--- src/sst_pkg.sv ---
// ----------------------------------------------------------------------------
// sst_pkg: shared types and constants for the seven-segment thermometer
// Reading limit, temperature offsets, digit patterns and the stage payload.
// ----------------------------------------------------------------------------
package sst_pkg;

	localparam int unsigned READING_W = 16;
	localparam int unsigned MAG_W     = 11;  // magnitude up to 1220 for readings within the limit
	localparam int unsigned WORD_W    = 30;
	localparam int unsigned DIGIT_W   = 7;

	localparam logic [READING_W-1:0] READING_LIMIT = 16'd64000;
	localparam logic [11:0]          C_OFFSET      = 12'd500;
	localparam logic [MAG_W-1:0]     F_OFFSET      = 11'd320;

	localparam logic [DIGIT_W-1:0] MINUS_PAT = 7'h01;
	localparam int unsigned        CELSIUS_BIT    = 28;
	localparam int unsigned        FAHRENHEIT_BIT = 29;

	// reciprocals: x*RECIP5 >> 18 = x/5, x*RECIP10 >> 19 = x/10, x*RECIP10_S >> 11 = x/10
	localparam logic [15:0] RECIP5    = 16'd52429;
	localparam logic [15:0] RECIP10   = 16'd52429;
	localparam logic [7:0]  RECIP10_S = 8'd205;

	typedef struct packed {
		logic             err;
		logic             fahr;
		logic             neg;
		logic [MAG_W-1:0] mag;
	} conv_t;

	function automatic logic [DIGIT_W-1:0] seg_digit(input logic [3:0] d);
		logic [DIGIT_W-1:0] p;
		unique case (d)
			4'd0: p = 7'h7E;
			4'd1: p = 7'h0C;
			4'd2: p = 7'h37;
			4'd3: p = 7'h1F;
			4'd4: p = 7'h4D;
			4'd5: p = 7'h5B;
			4'd6: p = 7'h7B;
			4'd7: p = 7'h0E;
			4'd8: p = 7'h7F;
			4'd9: p = 7'h5F;
			default: p = '0;
		endcase
		return p;
	endfunction

endpackage

--- src/sst_convert.sv ---
// ----------------------------------------------------------------------------
// sst_convert: reading to signed temperature
// Three stages: range check and Celsius scaling, magnitude and x9,
// divide by five and Fahrenheit offset, giving sign and magnitude.
// ----------------------------------------------------------------------------
module sst_convert (
	input  logic                         clk,
	input  logic                         arst_n,
	input  logic                         fahr,
	input  logic                         in_valid,
	output logic                         in_ready,
	input  logic [sst_pkg::READING_W-1:0] reading,
	output logic                         out_valid,
	input  logic                         out_ready,
	output sst_pkg::conv_t               out_data
);
	import sst_pkg::*;

	logic v_s1, v_s2, v_s3;
	logic rdy1, rdy2, rdy3;

	logic               err_s1, fahr_s1;
	logic signed [11:0] t_s1;
	logic               err_s2, fahr_s2, neg_s2;
	logic [12:0]        val_s2;
	logic               err_s3, fahr_s3, neg_s3;
	logic [MAG_W-1:0]   mag_s3;

	logic [16:0]        sum1;
	logic signed [11:0] t1;
	logic [11:0]        abs2;
	logic [12:0]        val2;
	logic [28:0]        prod3;
	logic [9:0]         quo3;
	logic [MAG_W-1:0]   mag3;
	logic               neg3;

	assign rdy3     = !v_s3 || out_ready;
	assign rdy2     = !v_s2 || rdy3;
	assign rdy1     = !v_s1 || rdy2;
	assign in_ready = rdy1;

	// stage 1: tenths of a degree Celsius
	always_comb begin
		sum1 = {1'b0, reading} + 17'd32;
		t1   = $signed({1'b0, sum1[16:6]}) - $signed(C_OFFSET);
	end

	// stage 2: magnitude, scaled by nine in Fahrenheit mode
	always_comb begin
		abs2 = t_s1[11] ? 12'(-t_s1) : 12'(t_s1);
		if (fahr_s1) begin
			val2 = 13'(abs2[9:0]) * 13'd9;
		end else begin
			val2 = 13'(abs2[9:0]);
		end
	end

	// stage 3: in Fahrenheit mode divide by five toward zero, then add the offset to the signed value
	always_comb begin
		prod3 = 29'(val_s2) * 29'(RECIP5);
		quo3  = prod3[27:18];
		if (!fahr_s2) begin
			mag3 = val_s2[MAG_W-1:0];
			neg3 = neg_s2;
		end else if (!neg_s2) begin
			mag3 = 11'(quo3) + F_OFFSET;
			neg3 = 1'b0;
		end else if (11'(quo3) > F_OFFSET) begin
			mag3 = 11'(quo3) - F_OFFSET;
			neg3 = 1'b1;
		end else begin
			mag3 = F_OFFSET - 11'(quo3);
			neg3 = 1'b0;
		end
	end

	always_ff @(posedge clk or negedge arst_n) begin
		if (!arst_n) begin
			v_s1 <= 1'b0;
			v_s2 <= 1'b0;
			v_s3 <= 1'b0;
		end else begin
			if (rdy1) v_s1 <= in_valid;
			if (rdy2) v_s2 <= v_s1;
			if (rdy3) v_s3 <= v_s2;
		end
	end

	always_ff @(posedge clk) begin
		if (rdy1) begin
			err_s1  <= reading > READING_LIMIT;
			fahr_s1 <= fahr;
			t_s1    <= t1;
		end
		if (rdy2) begin
			err_s2  <= err_s1;
			fahr_s2 <= fahr_s1;
			neg_s2  <= t_s1[11];
			val_s2  <= val2;
		end
		if (rdy3) begin
			err_s3  <= err_s2;
			fahr_s3 <= fahr_s2;
			neg_s3  <= neg3;
			mag_s3  <= mag3;
		end
	end

	assign out_valid     = v_s3;
	assign out_data.err  = err_s3;
	assign out_data.fahr = fahr_s3;
	assign out_data.neg  = neg_s3;
	assign out_data.mag  = mag_s3;

	a_mag_range: assert property (@(posedge clk) disable iff (!arst_n)
		v_s3 && !err_s3 |-> mag_s3 <= 11'd1220)
		else $error("converted magnitude out of range");

	a_neg_nonzero: assert property (@(posedge clk) disable iff (!arst_n)
		v_s3 && !err_s3 && neg_s3 |-> mag_s3 != '0)
		else $error("minus sign on zero");

	a_neg_bound: assert property (@(posedge clk) disable iff (!arst_n)
		v_s3 && !err_s3 && neg_s3 |-> mag_s3 <= 11'd580)
		else $error("negative magnitude too large");

endmodule

--- src/sst_digits.sv ---
// ----------------------------------------------------------------------------
// sst_digits: magnitude to seven-segment display word
// Three stages: ones digit, tens digit, hundreds and thousands plus encoding.
// The last stage is the output register.
// ----------------------------------------------------------------------------
module sst_digits (
	input  logic                      clk,
	input  logic                      arst_n,
	input  logic                      in_valid,
	output logic                      in_ready,
	input  sst_pkg::conv_t            in_data,
	output logic                      out_valid,
	input  logic                      out_ready,
	output logic [sst_pkg::WORD_W-1:0] word,
	output logic                      word_ok
);
	import sst_pkg::*;

	logic v_s4, v_s5, v_s6;
	logic rdy4, rdy5, rdy6;

	logic              err_s4, fahr_s4, neg_s4;
	logic [6:0]        q1_s4;
	logic [3:0]        d0_s4;
	logic              err_s5, fahr_s5, neg_s5;
	logic [3:0]        q2_s5, d1_s5, d0_s5;
	logic [WORD_W-1:0] word_s6;
	logic              ok_s6;

	logic [26:0]       prod4;
	logic [6:0]        q1;
	logic [MAG_W-1:0]  rem4;
	logic [14:0]       prod5;
	logic [3:0]        q2;
	logic [6:0]        rem5;
	logic              d3;
	logic [3:0]        d2;
	logic [WORD_W-1:0] word6;

	assign rdy6     = !v_s6 || out_ready;
	assign rdy5     = !v_s5 || rdy6;
	assign rdy4     = !v_s4 || rdy5;
	assign in_ready = rdy4;

	always_comb begin
		prod4 = 27'(in_data.mag) * 27'(RECIP10);
		q1    = prod4[25:19];
		rem4  = in_data.mag - 11'(q1) * 11'd10;
	end

	always_comb begin
		prod5 = 15'(q1_s4) * 15'(RECIP10_S);
		q2    = prod5[14:11];
		rem5  = q1_s4 - 7'(q2) * 7'd10;
	end

	// fill to two digits; the minus goes in the slot after the last digit
	always_comb begin
		d3    = q2_s5 >= 4'd10;
		d2    = d3 ? q2_s5 - 4'd10 : q2_s5;
		word6 = '0;
		word6[6:0]  = seg_digit(d0_s5);
		word6[13:7] = seg_digit(d1_s5);
		if (q2_s5 != '0) begin
			word6[20:14] = seg_digit(d2);
		end else if (neg_s5) begin
			word6[20:14] = MINUS_PAT;
		end
		if (d3) begin
			word6[27:21] = seg_digit(4'(d3));
		end else if (neg_s5 && q2_s5 != '0) begin
			word6[27:21] = MINUS_PAT;
		end
		word6[FAHRENHEIT_BIT] = fahr_s5;
		word6[CELSIUS_BIT]    = !fahr_s5;
		if (err_s5) begin
			word6 = '0;
		end
	end

	always_ff @(posedge clk or negedge arst_n) begin
		if (!arst_n) begin
			v_s4 <= 1'b0;
			v_s5 <= 1'b0;
			v_s6 <= 1'b0;
		end else begin
			if (rdy4) v_s4 <= in_valid;
			if (rdy5) v_s5 <= v_s4;
			if (rdy6) v_s6 <= v_s5;
		end
	end

	always_ff @(posedge clk) begin
		if (rdy4) begin
			err_s4  <= in_data.err;
			fahr_s4 <= in_data.fahr;
			neg_s4  <= in_data.neg;
			q1_s4   <= q1;
			d0_s4   <= rem4[3:0];
		end
		if (rdy5) begin
			err_s5  <= err_s4;
			fahr_s5 <= fahr_s4;
			neg_s5  <= neg_s4;
			q2_s5   <= q2;
			d1_s5   <= rem5[3:0];
			d0_s5   <= d0_s4;
		end
		if (rdy6) begin
			word_s6 <= word6;
			ok_s6   <= !err_s5;
		end
	end

	assign out_valid = v_s6;
	assign word      = word_s6;
	assign word_ok   = ok_s6;

	a_unit_onehot: assert property (@(posedge clk) disable iff (!arst_n)
		v_s6 && ok_s6 |-> $onehot(word_s6[FAHRENHEIT_BIT:CELSIUS_BIT]))
		else $error("unit marks not one-hot");

	a_err_zero: assert property (@(posedge clk) disable iff (!arst_n)
		v_s6 && !ok_s6 |-> word_s6 == '0)
		else $error("error word not cleared");

	a_two_digits: assert property (@(posedge clk) disable iff (!arst_n)
		v_s6 && ok_s6 |-> word_s6[13:7] != '0 && word_s6[6:0] != '0)
		else $error("fewer than two digits shown");

endmodule

--- src/sensor_to_seven_segment_temperature.sv ---
// ----------------------------------------------------------------------------
// sensor_to_seven_segment_temperature: thermometer display word generator
// Raw 16-bit sensor reading in, 30-bit seven-segment word out, in Celsius
// or Fahrenheit tenths of a degree.
// ----------------------------------------------------------------------------
// Channel        Direction  Payload
// s_axis         in         tdata[15:0] sensor_reading
// m_axis         out        tdata[29:0] display_word, tuser display_valid
// fahrenheit_*   in         one-bit unit register, written on _we
//
// Six register stages; one transaction per cycle while m_axis_tready stays high.
// The six stages are Celsius scaling, times nine, divide by five with the
// Fahrenheit offset, two divide-by-ten steps and the segment encoding.
// Reset clears the stage valid bits and selects Celsius.
// A stage holds while the stage after it is full and stalled; bubbles fill in,
// so input is taken while a finished result waits.
// ----------------------------------------------------------------------------
module sensor_to_seven_segment_temperature (
	input  logic                         clk,
	input  logic                         arst_n,
	input  logic                         s_axis_tvalid,
	output logic                         s_axis_tready,
	input  logic [15:0]                  s_axis_tdata,   // [15:0] sensor_reading
	output logic                         m_axis_tvalid,
	input  logic                         m_axis_tready,
	output logic [31:0]                  m_axis_tdata,   // [29:0] display_word, [31:30] zero
	output logic                         m_axis_tuser,   // [0] display_valid
	input  logic                         fahrenheit_mode_we,
	input  logic                         fahrenheit_mode_wdata
);
	import sst_pkg::*;

	logic              fahr_q;
	logic              mid_valid, mid_ready;
	conv_t             mid_data;
	logic [WORD_W-1:0] word;

	always_ff @(posedge clk or negedge arst_n) begin
		if (!arst_n) begin
			fahr_q <= 1'b0;
		end else if (fahrenheit_mode_we) begin
			fahr_q <= fahrenheit_mode_wdata;
		end
	end

	sst_convert u_convert (
		.clk       (clk),
		.arst_n    (arst_n),
		.fahr      (fahr_q),
		.in_valid  (s_axis_tvalid),
		.in_ready  (s_axis_tready),
		.reading   (s_axis_tdata),
		.out_valid (mid_valid),
		.out_ready (mid_ready),
		.out_data  (mid_data)
	);

	sst_digits u_digits (
		.clk       (clk),
		.arst_n    (arst_n),
		.in_valid  (mid_valid),
		.in_ready  (mid_ready),
		.in_data   (mid_data),
		.out_valid (m_axis_tvalid),
		.out_ready (m_axis_tready),
		.word      (word),
		.word_ok   (m_axis_tuser)
	);

	assign m_axis_tdata = {2'b00, word};

endmodule
--- config.mk ---
export PLATFORM = sky130hd
export DESIGN_NAME = sensor_to_seven_segment_temperature
export DESIGN_NICKNAME = d
export VERILOG_FILES = /design/src/sst_pkg.sv /design/src/sst_convert.sv /design/src/sst_digits.sv /design/src/sensor_to_seven_segment_temperature.sv
export SDC_FILE = /design/constraint.sdc
export NUM_CORES = 1
export LEC_CHECK = 0
export BUFFER_PORTS_ARGS = -buffer_cell sky130_fd_sc_hd__clkbuf_2
export CAP_MARGIN = 20
export CELL_PAD_IN_SITES_DETAIL_PLACEMENT = 1
export CELL_PAD_IN_SITES_GLOBAL_PLACEMENT = 2
export CORE_AREA = 3 3 163 165
export CTS_CLUSTER_DIAMETER = 80
export DETAILED_ROUTE_END_ITERATION = 12
export DIE_AREA = 0 0 166 168
export PLACE_DENSITY = 0.85
export SLEW_MARGIN = 15
export SYNTH_ARGS = -nofsm -noshare
export SYNTH_HDL_FRONTEND = slang
export SYNTH_SLANG_ARGS = --single-unit
--- constraint.sdc ---
create_clock -name clk -period 10.8 [get_ports clk]
set_input_delay 1.08 -clock clk [delete_from_list [all_inputs] [get_ports clk]]
set_output_delay 1.08 -clock clk [all_outputs]
set_load 0.1 [all_outputs]
==> results of run 1 <==
[routing by layer]
metal / GRT usage, % / up-vias / share of wire (%)
met1: 24.8 / 3864 / 45
met2: 34.4 / 89 / 51
met4: 5.24 / 0 / 2.2
met5: 0 / - / 0
li1: - / 3810 / -
met3: 1.90 / 36 / 1.6
[final timing paths]
| check | startpoint | cells past startpoint | endpoint | slack (ns) |
|---|---|---|---|---|
| setup / recovery | u_convert.val_s2[7] | 25 | u_convert.mag_s3[8] | 4.01 |
| min in group asynchronous | arst_n | 1 | u_convert.v_s2 | 0.56 |
| max in group asynchronous | arst_n | 1 | u_convert.out_valid | 10.07 |
| hold reg to reg | u_digits.fahr_s4 | 0 | u_digits.fahr_s5 | 0.42 |
| setup reg to reg | u_convert.val_s2[7] | 25 | u_convert.mag_s3[8] | 4.01 |
| hold / removal | u_digits.fahr_s4 | 0 | u_digits.fahr_s5 | 0.42 |
[cell families after synthesis]
| group | after synthesis | share of synthesized area [%] |
|---|---|---|
| simple gates | 191 | 8.16 |
| other cells | 1 | 0.0323 |
| flops | 105 | 26.8 |
| fa+ha+maj | 320 | 40.7 |
| compound gates | 159 | 9.21 |
| buf+inv | 261 | 8.91 |
| xor+xnor | 67 | 5.21 |
| mux | 10 | 0.915 |
[state kept, by name, indices dropped and copies added, names as in the netlist, 4 cells and up]
name	flops
u_digits.d0_s5	4
u_digits.q1_s4	7
u_convert.t_s1	11
u_convert.val_s2	13
u_convert.mag_s3	11
u_digits.word	25
u_digits.q2_s5	4
u_digits.d1_s5	4
u_digits.d0_s4	4
[per-stage QoR]
stage	hold WS, ns	utilization (%)	setup WS, ns	cell area (µm²)	std cells
after floorplan	0.400	-	4.66	11600	1119
after global placement	0.403	48.3	4.15	12200	1476
after detailed placement	0.406	48.3	4.07	12200	1476
after CTS	0.422	49.5	4.02	12500	1492
after global routing	0.433	49.5	3.58	12500	1492
final	0.420	49.5	4.01	12500	1492
[synth_stat cells (3+ instances only)]
library cell	instances	share of area [%]
sky130_fd_sc_hd__nand4_1	6	0.32
sky130_fd_sc_hd__o2111ai_1	3	0.23
sky130_fd_sc_hd__o21bai_1	5	0.32
sky130_fd_sc_hd__nor2b_1	6	0.32
sky130_fd_sc_hd__ha_1	223	24
sky130_fd_sc_hd__nor4_1	4	0.22
sky130_fd_sc_hd__inv_1	238	7.7
sky130_fd_sc_hd__nor3b_1	3	0.19
sky130_fd_sc_hd__or4_1	3	0.19
sky130_fd_sc_hd__nand3_1	19	0.82
sky130_fd_sc_hd__a21oi_1	53	2.3
sky130_fd_sc_hd__a31o_2	4	0.30
sky130_fd_sc_hd__dfrtp_1	7	1.5
sky130_fd_sc_hd__xnor2_1	49	3.7
sky130_fd_sc_hd__nor3_1	10	0.43
sky130_fd_sc_hd__and3_1	10	0.54
sky130_fd_sc_hd__a21boi_0	3	0.19
sky130_fd_sc_hd__a211oi_1	5	0.32
sky130_fd_sc_hd__nand2_1	37	1.2
sky130_fd_sc_hd__xor2_1	17	1.3
sky130_fd_sc_hd__o21a_1	5	0.32
sky130_fd_sc_hd__or3_1	4	0.22
sky130_fd_sc_hd__nor2_1	57	1.8
sky130_fd_sc_hd__buf_4	9	0.58
sky130_fd_sc_hd__or2_2	7	0.38
sky130_fd_sc_hd__o211ai_1	6	0.39
sky130_fd_sc_hd__clkbuf_1	9	0.29
sky130_fd_sc_hd__fa_1	97	17
sky130_fd_sc_hd__a21o_1	9	0.58
sky130_fd_sc_hd__mux2_2	5	0.48
sky130_fd_sc_hd__mux2i_1	5	0.43
sky130_fd_sc_hd__and2_1	6	0.32
sky130_fd_sc_hd__o31ai_1	3	0.19
sky130_fd_sc_hd__edfxtp_1	98	25
sky130_fd_sc_hd__o21ai_0	27	1.2
sky130_fd_sc_hd__nand2b_1	10	0.54
sky130_fd_sc_hd__a31oi_1	8	0.43
[cells in the final DEF, fill, tap and decap left out, types with 17 or more instances in the layout]
cell type and n:
sky130_fd_sc_hd__nand3_1 19, sky130_fd_sc_hd__a21oi_1 53, sky130_fd_sc_hd__nand2_1 37, sky130_fd_sc_hd__nor2_1 57, sky130_fd_sc_hd__clkbuf_2 50, sky130_fd_sc_hd__xor2_1 17, sky130_fd_sc_hd__xnor2_1 49, sky130_fd_sc_hd__fa_1 97
sky130_fd_sc_hd__ha_1 223, sky130_fd_sc_hd__o21ai_0 27, sky130_fd_sc_hd__edfxtp_1 98, sky130_fd_sc_hd__inv_1 238
[cell type report]
cell class | count | area share [%]
multi-input cells | 753 | 60.0
repair buffers | 50 | 2.01
flip-flops and latches | 105 | 25.0
inverters | 238 | 7.17
clock buffers | 9 | 1.81
clock inverters | 7 | 0.652
well taps | 330 | 3.31
==> run summary, run 1 <==
The number of max-slew violations in the final report was 0; the clock insertion delay at the later pin of the skew report was 0.36 ns. After clock tree synthesis, the repair step resized 0 gates. The time the final worst path needs with I/O delays and setup was 6.79 ns. The area growth from synthesis to layout is 7.29%.

Buffers inserted to repair hold after CTS numbered 0. Derived from the worst setup path, the maximum achievable clock frequency is 147 MHz. The pin count of the biggest net entering global routing was 27. The total buffers and inverters traversed by the critical path is 4. Of all flip-flops after synthesis, the portion carrying an async set or reset was 6.67%.

The tools report the count of final setup violators as 0. The tools report the post-synthesis cell count as 1114. At the end of the flow, the number of nets in the layout was 1499.

For this run, the number of Yosys warnings is 0. Cells with a size suffix above 1 make up 8.35% of the layout. Summed over all failing endpoints, the final setup total negative slack is 0 ns.

Setup repair after global routing left no endpoint under its margin. For the number of global-route vias before repair, the log shows 8696. The most used flip-flop cell after synthesis is sky130_fd_sc_hd__edfxtp_1. The total die area is 27900 µm², and the mean number of vias per cell is 5.23. The tools report the diode insertion count for antenna repair as 0. At the end of routability-driven placement, the weighted congestion stood at 0.840.

At the pin with the least slew margin, the transition time is 1.03 ns. The footprint of the multi-input gates was 7480 µm². The logs give 0 for the number of violations of the max-capacitance limit and 31.1% for the remaining max-slew budget at the tightest pin. Input and output buffers added on the ports amount to 50. The first detailed-routing pass ran for 4 iterations. On the worst path, the slowest cell contributes a delay of 0.57 ns.

Global routing used 19.2% of the available tracks. STA classifies the critical path startpoint as a flop. Of all nets on the critical path, the largest fanout is 9. The logs give 0 for the initial antenna violation count and 2797 for the number of filler instances in the final layout.

The width of the die was 166 µm. In this design, the largest share of critical-path delay is due to adder cells. The wire length per cell is 17.3 µm, and the I/O pin count is 57.

STA puts the critical path data required time at 11.02 ns. The first global-routing pass estimated 43700 µm of wire. For this run the aggregate overflow at the end of global routing stands at 0. Final routed DRC violation total: 0. The run gives 25800 µm as the total detailed-routing wirelength. The tools report the kind of end point of the critical path as a flop.

TritonCTS buffer count: 9. The number of endpoints with negative hold slack in the final report is 0. The final critical path takes up 62.9% of the cycle. The region available for standard cell placement spans 25200 µm². TritonCTS built the clock tree.

The number of setup buffers added after CTS is 0. In this run the remaining antenna-violating nets after routing total 0. Height of the chip: 168 µm.

At the worst endpoint, the arrival time is 7.01 ns. The share of the yosys chip area belonging to registers is 26.8%. The logs give 73 for the distinct cell type count of the synthesized netlist and 3 for the maximum level of the CTS H-tree. The number of rows created at floorplan is 58. After synthesis, the mean cell area works out to 10.4 µm². The flow ran to the end, and the final reports show no timing, DRC or antenna violations.

The cell sitting at the root of the clock tree is a sky130_fd_sc_hd__clkbuf_16. Summing all flip-flop and latch instances after layout gives 3120 µm². Once detailed placement completed, the half-perimeter wirelength came to 22100 µm. The slowest stage of the critical path belongs to the cell sky130_fd_sc_hd__fa_1. The tree built by TritonCTS fans out to 105 sinks.

For this block, the via count after detailed routing is 7799. The category of the most critical setup path was flop to flop. The clock tree skew after final layout is 0.0150 ns, and the clock transition time at the flip-flop clock pins of the worst setup and hold paths is 0.08 ns.

The flop and latch count out of synthesis is 105, and the starting utilization of the core area is 46.1%. In this run, the number of DRC markers left after iteration 0 of detailed routing was 375. Path class of the lowest-slack min-delay path: flop to flop. Summing every instance area after synthesis gives 11600 µm². The run gives 2 as the maximum clock insertion buffer count. In this run, synthesis inferred 98 flip-flops with an integrated enable.
Power of run 1 is not shown: default switching activity piles up to over one toggle a cycle in this logic, so the estimate is an artifact.
==> run 2: changes to the inputs <==
Settings changed: ABC_AREA from default to 1, CORE_AREA 3 3 163 165 to 3 3 188 190, DIE_AREA 0 0 166 168 to 0 0 191 193, PLACE_DENSITY 0.85 to 0.74.
Clock period 10.8 ns to 5.5 ns, I/O delays scaled along.
==> run 2 against run 1 <==
  * Area after synthesis increased by 4.5%
  * Hold slack got worse by 0.40 ns
  * Die area increased by 32%
  * Maximum frequency increased by 27%
  * Setup slack got worse by 3.9 ns
  * Sequential cell count unchanged
  * Critical path type unchanged
==> run summary, run 2 <==
The total detailed-routing wirelength was 32100 µm; the maximum frequency from static timing analysis was 186 MHz. The run gives 312 as the count of routing violations after the opening detailed-route iteration. The total placed cells including tap cells came out at 1963. Layout-stage area growth over the synthesis result: 24.0%.

For this run the aggregate overflow at the end of global routing stands at 0. The starting utilization of the core area was 36.1%. The run finished with clean final reports. Of all nets on the critical path, the largest fanout is 8.

The post-synthesis cell count was 1371. The worst setup path is launched from a flop. The commonest non-fill, non-tap cell in the layout was sky130_fd_sc_hd__inv_1.

Setup violations remaining at the end of the flow were counted as 0. The tools report the TritonCTS buffer count as 9. In the finished design, the share of the clock period the worst path needs comes to 97.5%.

The largest individual stage delay along the critical path comes from the cell sky130_fd_sc_hd__fa_1. The clock tree skew after final layout was 0.0111 ns; the diode insertion count for antenna repair was 0. Of all flip-flops after synthesis, the portion carrying an async set or reset was 6.67%. After synthesis the netlist holds a flip-flop and latch count of 105.

The H-tree was split into 3 levels. Measured along the y axis, the die boundary spans 193 µm. The number of cells on the worst reg-to-reg path is 30. The HPWL after detailed placement is 27100 µm. Counting the fill cells in the layout gives 3924.

The number of endpoints with negative hold slack in the final report came out at 0. For this run, design rule violations remaining after detail routing come to 0. After clock tree synthesis, the clock-pin slew on the worst setup and hold paths is 0.07 ns.

The logs give 36900 µm² for the total die area and 105 for the number of sinks handled by clock tree synthesis. The clock period could shrink to 5.36 ns. TritonCTS built the clock tree. By instance count, the leading cell after synthesis is sky130_fd_sc_hd__inv_1. The kind of end point of the critical path was a flop. The width of the die was 191 µm; the layout net count was 1907.

sky130_fd_sc_hd__edfxtp_1 takes more of the synthesized area than any other cell. The post-route netlist has 24.2% of its cells at a drive strength greater than 1. The count of nets left with antenna violations once routing finished came out at 0. The worst pin sits at a relative slew slack of 55.1%. Leaving out filler cells and counting taps, the final layout contains 2018.

The run gives 29 as the pin count of the biggest net entering global routing. Average instance area after synthesis: 8.86 µm². In this run the worst hold path is classified as primary input to async pin. The post-synthesis instance area is 12100 µm². The number of flops mapped to enable cells by yosys was 98; the standard cell core area was 33600 µm². Sequential cells were found to cover 25.7% of the synthesized design area. Global routing used 17.6% of the available tracks across all layers. The root cell of the clock tree was sky130_fd_sc_hd__clkbuf_16. For the number of detailed-route iterations in the first pass, the log shows 4. For the worst-skew pair, the clock arrives at the later sink with an insertion delay of 0.36 ns. Number of flip-flops in the largest register: 25. The run gives 10.5k as the number of global-route vias before repair. Transition time at the pin with the least slew margin: 0.674 ns. Delay of the slowest cell on the worst path: 0.54 ns.

The commonest cells after synthesis are sky130_fd_sc_hd__inv_1 (320), sky130_fd_sc_hd__ha_1 (223), sky130_fd_sc_hd__nand2_1 (214), sky130_fd_sc_hd__nor2_1 (100), sky130_fd_sc_hd__edfxtp_1 (98). Setup repair after global routing could not meet its margin everywhere. The mean number of vias per cell is 4.72. Data on the critical path is required at its endpoint by 5.61 ns. The number of buffers added on ports came out at 50. In this run the biggest area consumer among cell types represents 24.2% of the synthesized area. The most used flip-flop cell after synthesis was sky130_fd_sc_hd__edfxtp_1.

Dividing the detail-routed wire length by the instance count gives 15.9 µm. Routability-driven placement finished with a final weighted congestion of 0.873. The category of the most critical setup path was flop to flop.

The first global-routing pass estimated 52100 µm of wire. At the worst endpoint, the arrival time is 5.48 ns. The run gives 57 as the I/O pin count. The worst path meets setup with 0.135 ns of slack. Initial antenna violation count: 0. Across all register-to-register paths, the minimum setup slack is 0.14 ns. Number of max-slew violations in the final report: 0. In the layout the commonest cells are sky130_fd_sc_hd__inv_1 (292), sky130_fd_sc_hd__ha_1 (193), sky130_fd_sc_hd__nand2_1 (186), sky130_fd_sc_hd__buf_4 (134), sky130_fd_sc_hd__edfxtp_1 (98). The distinct cell type count of the synthesized netlist is 46, and the worst-case setup slack after placement is -0.243 ns. The number of rows created at floorplan is 67. For this run, the share of the core covered by cells in the final layout is 44.8%. For this run, the number of Yosys warnings is 0. By area the synthesized netlist is led by sky130_fd_sc_hd__edfxtp_1 (24%), sky130_fd_sc_hd__ha_1 (23%), sky130_fd_sc_hd__fa_1 (16%). The number of violations of the max-capacitance limit is 0. For this block, the via count after detailed routing is 9521.

The clock passes through at most 2 buffers.
-- run 2: path summary, 6_finish.rpt --
| path | end | startpoint |
|---|---|---|
| setup reg to reg | u_convert.mag_s3[5] | u_convert.val_s2[8] |
| hold / removal | u_digits.out_valid | arst_n |
| hold reg to reg | u_digits.err_s4 | u_convert.err_s3 |
| min in group clk | u_convert.v_s1 | s_axis_tvalid |
| max in group asynchronous | u_convert.v_s2 | arst_n |
| setup / recovery | u_convert.mag_s3[5] | u_convert.val_s2[8] |
-- run 2: cells by family (layout without fill, tap and decap cells) --
group	count (synthesis)	in the layout	share of synthesized area, %
and+or+nand+nor	421	421	15.0
buffers and inverters	338	532	10.7
adders and majority gates	320	320	39.0
AOI/OAI and AO/OA	144	144	6.61
DFF	105	105	25.7
xor gates and xnor gates	41	41	2.96
other	1	6	0.0309
muxes	1	1	0.0927
-- run 2: worst max-delay path: cells and delay by family (launching register included) --
family / cells / cell delay [ns]
and+or+nand+nor: 15 / 1.26
buffers and inverters: 6 / 0.37
adders and majority gates: 7 / 2.60
DFF: 1 / 0.50
AOI/OAI and AO/OA: 2 / 0.39
-- run 2: cell type report --
class	instances	area, µm²	area share (%)
multi-input combinational	933	8520	56.6
sequential	105	3120	20.7
timing repair buffer	190	1320	8.79
inverter	326	1230	8.19
tap	448	561	3.72
clock buffer	9	225	1.50
clock inverter	7	77.6	0.515
-- run 2: timing repair --
item / in CTS / in global routing
pin swaps: 16 / 104
buffers inserted: 17 / 22
setup endpoints to repair: 12 / 14
hold buffers: 0 / 0
resized for setup: 25 / 157
-- run 2: metal layers --
layer	up-vias	share of wire (%)	global-route usage, %
met4	0	0.63	2.00
met2	47	54	33.1
met3	15	1.3	1.65
met5	-	0	0
li1	4746	-	-
met1	4713	44	22.6
-- run 2: stage by stage --
stage               TNS (ns)  hold WS, ns  cell area (µm²)
floorplan                  0        0.254            12200
global placement      -0.492        0.395            13700
detailed placement     -1.95        0.396            13700
CTS                 -0.00832       0.0121            14200
global route           -1.00       0.0215            15100
finish                     0       0.0212            15100
Power of run 2 is left out for the same reason.
